**src/design/nll_pkg.sv**
```systemverilog
// Shared types, codes and character constants of the numeric literal lexer.
package nll_pkg;

	localparam int MAX_LEN_DEFAULT = 64;
	localparam int CNT_W = 7;

	// scan modes
	localparam logic [2:0] MODE_IDLE      = 3'd0;
	localparam logic [2:0] MODE_FIRST     = 3'd1;
	localparam logic [2:0] MODE_BIN_START = 3'd2;
	localparam logic [2:0] MODE_BIN       = 3'd3;
	localparam logic [2:0] MODE_HEX_START = 3'd4;
	localparam logic [2:0] MODE_HEX       = 3'd5;
	localparam logic [2:0] MODE_DEC       = 3'd6;

	// result status
	localparam logic [2:0] ST_CONT     = 3'd0;
	localparam logic [2:0] ST_DONE     = 3'd1;
	localparam logic [2:0] ST_ERR_EAT  = 3'd2;
	localparam logic [2:0] ST_ERR_KEEP = 3'd3;
	localparam logic [2:0] ST_IDLE     = 3'd4;

	// token classes
	localparam logic [2:0] CL_NONE  = 3'd0;
	localparam logic [2:0] CL_BIN   = 3'd1;
	localparam logic [2:0] CL_HEX   = 3'd2;
	localparam logic [2:0] CL_DEC   = 3'd3;
	localparam logic [2:0] CL_FLOAT = 3'd4;

	// error kinds
	localparam logic [3:0] ERR_NONE          = 4'd0;
	localparam logic [3:0] ERR_SEP_START     = 4'd1;
	localparam logic [3:0] ERR_SEP_REPEAT    = 4'd2;
	localparam logic [3:0] ERR_SEP_END       = 4'd3;
	localparam logic [3:0] ERR_SEP_MANTISSA  = 4'd4;
	localparam logic [3:0] ERR_MULTI_PERIOD  = 4'd5;
	localparam logic [3:0] ERR_EXP_IN_DEC    = 4'd6;
	localparam logic [3:0] ERR_MULTI_EXP     = 4'd7;
	localparam logic [3:0] ERR_EXP_POS       = 4'd8;
	localparam logic [3:0] ERR_SIGN_IN_DEC   = 4'd9;
	localparam logic [3:0] ERR_MULTI_SIGN    = 4'd10;
	localparam logic [3:0] ERR_SIGN_POS      = 4'd11;

	// characters
	localparam logic [7:0] CH_ZERO  = 8'h30;
	localparam logic [7:0] CH_ONE   = 8'h31;
	localparam logic [7:0] CH_NINE  = 8'h39;
	localparam logic [7:0] CH_UP_A  = 8'h41;
	localparam logic [7:0] CH_UP_F  = 8'h46;
	localparam logic [7:0] CH_LOW_B = 8'h62;
	localparam logic [7:0] CH_LOW_E = 8'h65;
	localparam logic [7:0] CH_LOW_X = 8'h78;
	localparam logic [7:0] CH_DOT   = 8'h2E;
	localparam logic [7:0] CH_SEP   = 8'h27;
	localparam logic [7:0] CH_PLUS  = 8'h2B;
	localparam logic [7:0] CH_MINUS = 8'h2D;

	typedef struct packed {
		logic       start_req;
		logic [7:0] char_code;
		logic       end_of_input;
	} char_t;

	typedef struct packed {
		logic [2:0]       status;
		logic [2:0]       token_class;
		logic [3:0]       error_kind;
		logic [CNT_W-1:0] length;
	} tok_t;

	typedef struct packed {
		logic [2:0]       mode;
		logic [CNT_W-1:0] count;
		logic             last_sep;
		logic             last_digit;
		logic             last_exp;
		logic             period_seen;
		logic             exp_seen;
		logic             sign_seen;
	} scan_state_t;

	localparam scan_state_t STATE_CLEAR = '{
		mode: MODE_IDLE, count: '0, last_sep: 1'b0, last_digit: 1'b0,
		last_exp: 1'b0, period_seen: 1'b0, exp_seen: 1'b0, sign_seen: 1'b0
	};

endpackage

```
**src/design/numeric_literal_lexer.sv**
```systemverilog
// Top level of the numeric literal lexer: input stage, scan state and result register.
//
//  channel | direction | handshake              | payload
//  char    | in        | char_valid, char_ready | char_data (nll_pkg::char_t)
//  tok     | out       | tok_valid, tok_ready   | tok_data  (nll_pkg::tok_t)
//
// One character per cycle sustained while the result side does not stall; each result is set by
// the result register behind the scan step that reads the input register.
// The scan state advances in the same cycle as the character moves into the result register.
// Reset (arst_n low) returns the scanner to idle with the count and all flags cleared.
// A stalled result holds the result register; one further character waits in the input register.
module numeric_literal_lexer #(
	parameter int MAX_LEN = nll_pkg::MAX_LEN_DEFAULT
) (
	input  logic           clk,
	input  logic           arst_n,
	input  logic           char_valid,
	output logic           char_ready,
	input  nll_pkg::char_t char_data,
	output logic           tok_valid,
	input  logic           tok_ready,
	output nll_pkg::tok_t  tok_data
);

	nll_pkg::char_t       char_s1;
	logic                 char_valid_s1;
	nll_pkg::tok_t        tok_s2;
	logic                 tok_valid_s2;
	nll_pkg::scan_state_t state_q, state_nxt;
	nll_pkg::tok_t        step_tok;
	logic                 advance;

	assign advance    = char_valid_s1 && (!tok_valid_s2 || tok_ready);
	assign char_ready = !char_valid_s1 || advance;

	nll_step #(
		.MAX_LEN(MAX_LEN)
	) u_step (
		.st (state_q),
		.ch (char_s1),
		.nxt(state_nxt),
		.tok(step_tok)
	);

	always_ff @(posedge clk or negedge arst_n) begin
		if (!arst_n) begin
			char_valid_s1 <= 1'b0;
			tok_valid_s2  <= 1'b0;
			state_q       <= nll_pkg::STATE_CLEAR;
		end else begin
			if (char_ready)
				char_valid_s1 <= char_valid;
			if (advance) begin
				tok_valid_s2 <= 1'b1;
				state_q      <= state_nxt;
			end else if (tok_ready) begin
				tok_valid_s2 <= 1'b0;
			end
		end
	end

	always_ff @(posedge clk) begin
		if (char_valid && char_ready)
			char_s1 <= char_data;
		if (advance)
			tok_s2 <= step_tok;
	end

	assign tok_valid = tok_valid_s2;
	assign tok_data  = tok_s2;

	a_advance_fills: assert property (@(posedge clk) disable iff (!arst_n)
		advance |=> tok_valid_s2)
		else $error("result register not filled after a step");

	a_open_has_count: assert property (@(posedge clk) disable iff (!arst_n)
		(state_q.mode != nll_pkg::MODE_IDLE) |-> (state_q.count != '0))
		else $error("open literal with zero length");

	a_count_bound: assert property (@(posedge clk) disable iff (!arst_n)
		state_q.count <= nll_pkg::CNT_W'(MAX_LEN))
		else $error("length above maximum");

	a_end_to_idle: assert property (@(posedge clk) disable iff (!arst_n)
		(advance && step_tok.status != nll_pkg::ST_CONT) |=>
		(state_q.mode == nll_pkg::MODE_IDLE && state_q.count == '0))
		else $error("scanner not cleared after end of literal");

	a_class_only_done: assert property (@(posedge clk) disable iff (!arst_n)
		tok_valid_s2 |-> (tok_s2.status == nll_pkg::ST_DONE ||
		                  tok_s2.token_class == nll_pkg::CL_NONE))
		else $error("class reported on a result that is not done");

endmodule

```
**src/design/nll_step.sv**
```systemverilog
// One-character scan step: next scan state and the result for the character.
module nll_step #(
	parameter int MAX_LEN = nll_pkg::MAX_LEN_DEFAULT
) (
	input  nll_pkg::scan_state_t st,
	input  nll_pkg::char_t       ch,
	output nll_pkg::scan_state_t nxt,
	output nll_pkg::tok_t        tok
);

	logic [7:0] c;
	logic       eoi;
	logic       is_dec, is_sep, is_dot, is_exp, is_sign, is_hexl, rdigit;
	logic       hex, rstart, dec_path, bump_en;
	logic [2:0] status, cls;
	logic [3:0] err;
	logic [nll_pkg::CNT_W-1:0] cnt_out;

	assign c       = ch.char_code;
	assign eoi     = ch.end_of_input;
	assign is_dec  = (c >= nll_pkg::CH_ZERO) && (c <= nll_pkg::CH_NINE);
	assign is_hexl = (c >= nll_pkg::CH_UP_A) && (c <= nll_pkg::CH_UP_F);
	assign is_sep  = (c == nll_pkg::CH_SEP);
	assign is_dot  = (c == nll_pkg::CH_DOT);
	assign is_exp  = (c == nll_pkg::CH_LOW_E);
	assign is_sign = (c == nll_pkg::CH_PLUS) || (c == nll_pkg::CH_MINUS);
	assign hex     = (st.mode == nll_pkg::MODE_HEX_START) || (st.mode == nll_pkg::MODE_HEX);
	assign rstart  = (st.mode == nll_pkg::MODE_BIN_START) ||
	                 (st.mode == nll_pkg::MODE_HEX_START);
	assign rdigit  = hex ? (is_dec || is_hexl)
	                     : ((c == nll_pkg::CH_ZERO) || (c == nll_pkg::CH_ONE));

	always_comb begin
		nxt      = st;
		status   = nll_pkg::ST_CONT;
		cls      = nll_pkg::CL_NONE;
		err      = nll_pkg::ERR_NONE;
		bump_en  = 1'b0;
		dec_path = 1'b0;
		cnt_out  = '0;

		unique case (st.mode)
			nll_pkg::MODE_FIRST: begin
				priority if (!eoi && c == nll_pkg::CH_LOW_B) begin
					nxt.mode = nll_pkg::MODE_BIN_START;
					bump_en  = 1'b1;
				end else if (!eoi && c == nll_pkg::CH_LOW_X) begin
					nxt.mode = nll_pkg::MODE_HEX_START;
					bump_en  = 1'b1;
				end else if (!eoi && (is_dec || is_dot || is_sep)) begin
					dec_path = 1'b1;
				end else begin
					// lone digit: decimal, terminator left for the next literal
					status = nll_pkg::ST_DONE;
					cls    = nll_pkg::CL_DEC;
				end
			end
			nll_pkg::MODE_BIN_START, nll_pkg::MODE_BIN,
			nll_pkg::MODE_HEX_START, nll_pkg::MODE_HEX: begin
				priority if (!eoi && rstart && is_sep) begin
					status = nll_pkg::ST_ERR_EAT;
					err    = nll_pkg::ERR_SEP_START;
				end else begin
					nxt.mode = hex ? nll_pkg::MODE_HEX : nll_pkg::MODE_BIN;
					priority if (eoi || (!rdigit && !is_sep)) begin
						if (st.last_sep) begin
							status = nll_pkg::ST_ERR_KEEP;
							err    = nll_pkg::ERR_SEP_END;
						end else begin
							status = nll_pkg::ST_DONE;
							cls    = hex ? nll_pkg::CL_HEX : nll_pkg::CL_BIN;
						end
					end else if (is_sep && st.last_sep) begin
						status = nll_pkg::ST_ERR_EAT;
						err    = nll_pkg::ERR_SEP_REPEAT;
					end else begin
						nxt.last_sep = is_sep;
						bump_en      = 1'b1;
					end
				end
			end
			nll_pkg::MODE_DEC: begin
				dec_path = 1'b1;
			end
			default: begin
				nxt = nll_pkg::STATE_CLEAR;
				if (ch.start_req && !eoi && is_dec) begin
					nxt.mode       = nll_pkg::MODE_FIRST;
					nxt.last_digit = 1'b1;
					bump_en        = 1'b1;
				end else begin
					status = nll_pkg::ST_IDLE;
				end
			end
		endcase

		if (dec_path) begin
			nxt.mode = nll_pkg::MODE_DEC;
			priority if (eoi || !(is_dec || is_dot || is_sep || is_exp || is_sign)) begin
				if (st.last_sep) begin
					status = nll_pkg::ST_ERR_KEEP;
					err    = nll_pkg::ERR_SEP_END;
				end else begin
					status = nll_pkg::ST_DONE;
					cls    = st.period_seen ? nll_pkg::CL_FLOAT : nll_pkg::CL_DEC;
				end
			end else if (is_dot) begin
				priority if (st.last_sep) begin
					status = nll_pkg::ST_ERR_KEEP;
					err    = nll_pkg::ERR_SEP_END;
				end else if (st.period_seen) begin
					status = nll_pkg::ST_ERR_EAT;
					err    = nll_pkg::ERR_MULTI_PERIOD;
				end else begin
					nxt.period_seen = 1'b1;
				end
			end else if (is_sep) begin
				priority if (st.last_sep) begin
					status = nll_pkg::ST_ERR_EAT;
					err    = nll_pkg::ERR_SEP_REPEAT;
				end else if (st.period_seen || st.exp_seen) begin
					status = nll_pkg::ST_ERR_EAT;
					err    = nll_pkg::ERR_SEP_MANTISSA;
				end else begin
					// single separator in the integer part: accept
				end
			end else if (is_exp) begin
				priority if (!st.period_seen) begin
					status = nll_pkg::ST_ERR_EAT;
					err    = nll_pkg::ERR_EXP_IN_DEC;
				end else if (st.exp_seen) begin
					status = nll_pkg::ST_ERR_EAT;
					err    = nll_pkg::ERR_MULTI_EXP;
				end else if (!st.last_digit) begin
					status = nll_pkg::ST_ERR_EAT;
					err    = nll_pkg::ERR_EXP_POS;
				end else begin
					nxt.exp_seen = 1'b1;
				end
			end else if (is_sign) begin
				priority if (!st.period_seen) begin
					status = nll_pkg::ST_ERR_EAT;
					err    = nll_pkg::ERR_SIGN_IN_DEC;
				end else if (st.sign_seen) begin
					status = nll_pkg::ST_ERR_EAT;
					err    = nll_pkg::ERR_MULTI_SIGN;
				end else if (!st.last_exp) begin
					status = nll_pkg::ST_ERR_EAT;
					err    = nll_pkg::ERR_SIGN_POS;
				end else begin
					nxt.sign_seen = 1'b1;
				end
			end else begin
				// digit: always accepted
			end
			if (status == nll_pkg::ST_CONT) begin
				nxt.last_digit = is_dec;
				nxt.last_sep   = is_sep;
				nxt.last_exp   = is_exp;
				bump_en        = 1'b1;
			end
		end

		// saturate the length at the configured maximum
		if (bump_en && (nxt.count < nll_pkg::CNT_W'(MAX_LEN)))
			nxt.count = nxt.count + 1'b1;

		if (status != nll_pkg::ST_IDLE)
			cnt_out = nxt.count;

		// done or error: drop the literal and return to idle
		if (status != nll_pkg::ST_CONT)
			nxt = nll_pkg::STATE_CLEAR;
	end

	assign tok.status      = status;
	assign tok.token_class = cls;
	assign tok.error_kind  = err;
	assign tok.length      = cnt_out;

endmodule

```
**config.mk**
```make
export PLATFORM = sky130hd
export DESIGN_NAME = numeric_literal_lexer
export DESIGN_NICKNAME = d
export VERILOG_FILES = /design/src/design/nll_pkg.sv /design/src/design/numeric_literal_lexer.sv /design/src/design/nll_step.sv
export SDC_FILE = /design/constraint.sdc
export NUM_CORES = 1
export LEC_CHECK = 0
export BUFFER_PORTS_ARGS = -buffer_cell sky130_fd_sc_hd__buf_2
export CORE_MARGIN = 4
export CORE_UTILIZATION = 50
export CTS_CLUSTER_DIAMETER = 50
export DETAILED_ROUTE_END_ITERATION = 10
export GPL_ROUTABILITY_DRIVEN = 0
export HOLD_SLACK_MARGIN = 0.06
export PLACE_DENSITY = 0.72
export SETUP_SLACK_MARGIN = 0.1
export SKIP_LAST_GASP = 1
export SYNTH_ARGS = -nofsm -noshare
export SYNTH_HDL_FRONTEND = slang
export SYNTH_SLANG_ARGS = --single-unit
```
**constraint.sdc**
```tcl
create_clock -name clk -period 2.8 [get_ports clk]
set_input_delay 0.28 -clock clk [delete_from_list [all_inputs] [get_ports clk]]
set_output_delay 0.28 -clock clk [all_outputs]
set_load 0.01 [all_outputs]
```
==> out/qor.csv <==
metric,value,unit
status,"complete, but fails checks",
failing checks,negative setup slack,
Critical Path End,tok_data[6],
Die X,86.1,µm
post-route cell area,0.00436,mm²
CP Capture Type,register,
largest stage delay on the critical path,0.52,ns
number of diodes,0,
Residual DRC,0,
max_cap viols,0,
Syn Area/Cell,9.58,µm²
M1 wire length,3.68,mm
Die Area,0.00741,mm²
critical setup path kind,reg2reg,
Startpoint Class,register,
"critical path fanouts, max",6,
placed insts,472,
Die Y,86.1,µm
Area contributors post-synth,"edfxtp_1 (27%), dfrtp_1 (15%), nand2_1 (3.9%)",
Post-synth EDFFs,27,
Detail Route Antenna Nets,0,
Final setup violation count,23,
# clock sinks,45,
initial core utilization,51.5,%
CP Depth,11,
Ys Warns,0,
Worst Hold Class,in2reg,
Critical path buffers and inverters,3,
Peak VDD IR,0.218,mV
Non-Filler Instances,504,
Syn Nets,335,
hold path startpoint,char_data[5],
Clock Skew,0.00922,ns
Util after Layout,73.7,%
Tmin final,3.05,ns
Critical-path top delay cell,nor4bb_1,
All-Layer GR Usage,23.7,%
post-synthesis sequential area ratio,41.4,%
Routed WL,9.64,mm
Highest Signal Layer,met4,
Max Root-Sink Buffers,2,
# IOs,33,
Lkg Pwr,1.67,nW
Synth Instances,318,
"reg-to-reg slack, setup",-0.25,ns
total gr overflow,0,
Design Power,0.00134,W
Site Rows,28,
PortBufs,32,
initial antenna violation count,0,
Via Count,3256,
total CTS buffers,5,
Unique masters post-synth,75,
FF-to-FF path depth,11,
Crit path max-delay family,simple AND/OR/NAND/NOR gates,
core area,0.00592,mm²
Worst EP required,2.97,ns
initial DRC count,445,
fmax,328,MHz
"count leader, synth",nand2_1,
cell repeated most along the worst path,buf_4,
Synth area leader,edfxtp_1,
Hold Slack,0.150,ns
Post-synth top cells,"nand2_1 (32), edfxtp_1 (27), dfrtp_1 (18)",
Post-DP HPWL,6.14,mm
TritonCTS clock tree,done,
WL met3,837,µm
crit-path cells,buf_4 -> nor4bb_1 -> o211ai_1 -> nand2_1 -> buf_4 -> buf_4 -> o21bai_1 -> a31o_4 -> a31oi_4 -> or4_4 -> a21oi_2,
Post-synth ARST share,40.0,%
met2 WL,4.63,mm
RR Startpoint,char_s1[8],
Rel. slew slack,63.4,%
Clock Latency Late Sink,0.30,ns
vias in the first global route,2893,
area fraction of the dominant cell type after synthesis,26.6,%
wire per inst,19.1,µm
layout cell share with drive strength beyond 1,42.0,%
final critical-path setup slack,-0.253,ns
fill count,388,
Worst-Margin Slew,0.542,ns
DR pass1 iterations,5,
PwrDens,308,mW/mm²
Tcrit/Tclk final,109,%
Post-synth top flop,edfxtp_1,
RSZ-0062 raised after global routing,yes,
Max H-tree Level,2,
Worst-path clk slew,0.09,ns
crit path DAT,3.22,ns
Worst setup startpoint,char_s1[8],
CTS root buf,clkbuf_8,
Area after DPL,0.00374,mm²
cell area after synthesis,0.00305,mm²
nets,445,
Fin. Hold Viols,0,
R2R Path End,tok_data[6],
Area Overhead vs Synth,43.2,%
largest net degree at the start of global routing,21,
"flops & latches, synth",45,
fin. max-slew vios,0,
Via density,6.46,
first-pass GRT wire length,13.7,mm
[layout make-up]
type / instances / area (µm²) / area share, %
multi-input combinational: 245 / 1990 / 45.5
inverter: 14 / 52.6 / 1.20
clock buffer: 8 / 90.1 / 2.06
sequential: 45 / 1260 / 28.9
tap: 75 / 93.8 / 2.15
timing repair buffer: 117 / 880 / 20.2
[stage by stage]
| step | TNS [ns] | worst slack (ns) |
|---|---|---|
| finish | -2.43 | -0.253 |
| global route | -5.27 | -0.372 |
| CTS | -2.18 | -0.172 |
| detailed placement | -2.13 | -0.247 |
| global placement | -0.727 | -0.135 |
| floorplan | -0.0704 | -0.0699 |
[state kept, by name, indices dropped and copies added, names as in the netlist]
| name | flops |
|---|---|
| char_s1 | 10 |
| state_q | 16 |
| char_valid_s1 | 1 |
| tok_data | 17 |
| tok_valid | 1 |
[worst min-delay path by stage]
stage               slack, ns            end  cells past startpoint
finish                   0.15     char_s1[5]                      1
global route             0.13     char_s1[1]                      1
CTS                      0.14     char_s1[5]                      1
detailed placement       0.25    state_q[10]                      1
global placement         0.25    state_q[10]                      1
floorplan               -0.02  char_valid_s1                      0
[metal layers]
| layer | vias to the layer above | GRT usage, % |
|---|---|---|
| li1 | 1450 | - |
| met1 | 1516 | 29.7 |
| met2 | 230 | 40.2 |
| met3 | 60 | 4.71 |
| met4 | 0 | 8.92 |
| met5 | - | 0 |
[cell usage in the layout, fill, tap and decap left out, types with 4 or more instances in the layout]
master / n
nor2_1: 15
o21ai_1: 4
edfxtp_1: 27
o22ai_2: 5
dfrtp_1: 18
a21oi_2: 6
inv_1: 12
a21o_1: 4
nand3_1: 14
nor3_1: 11
nand3b_1: 4
nand2_1: 31
nand4_1: 4
nor2b_1: 4
and3_1: 5
buf_2: 32
buf_4: 63
buf_6: 21
clkbuf_8: 6
o21ai_0: 10
a21oi_1: 12
and2_1: 6
nand2b_1: 6
[where the power goes]
group          total, W  leakage, nW  internal [W]  switching, W
logic          0.000179         1.12     0.0000761      0.000103
registers      0.000744        0.508      0.000734     0.0000109
clock network  0.000420       0.0455      0.000202      0.000218
total           0.00134         1.67       0.00101      0.000331
[what timing repair did]
action,4_1_cts,5_1_grt
hold endpoints to repair,18,0
cloned,0,0
pin swaps,22,32
buffers inserted,9,17
resized for setup,27,45
setup endpoints to repair,26,29
hold buffers,1,0
[cells by family after synthesis]
group	after synthesis	synth area share (%)
AO/OA/AOI/OAI	95	25.2
flip-flops	45	41.4
adder cells (fa/ha/maj)	3	1.23
XOR/XNOR	3	0.863
AND/OR/NAND/NOR	141	26.7
buffers and inverters	28	3.65
multiplexers	3	0.986
Power figures use the tool's default switching activity.
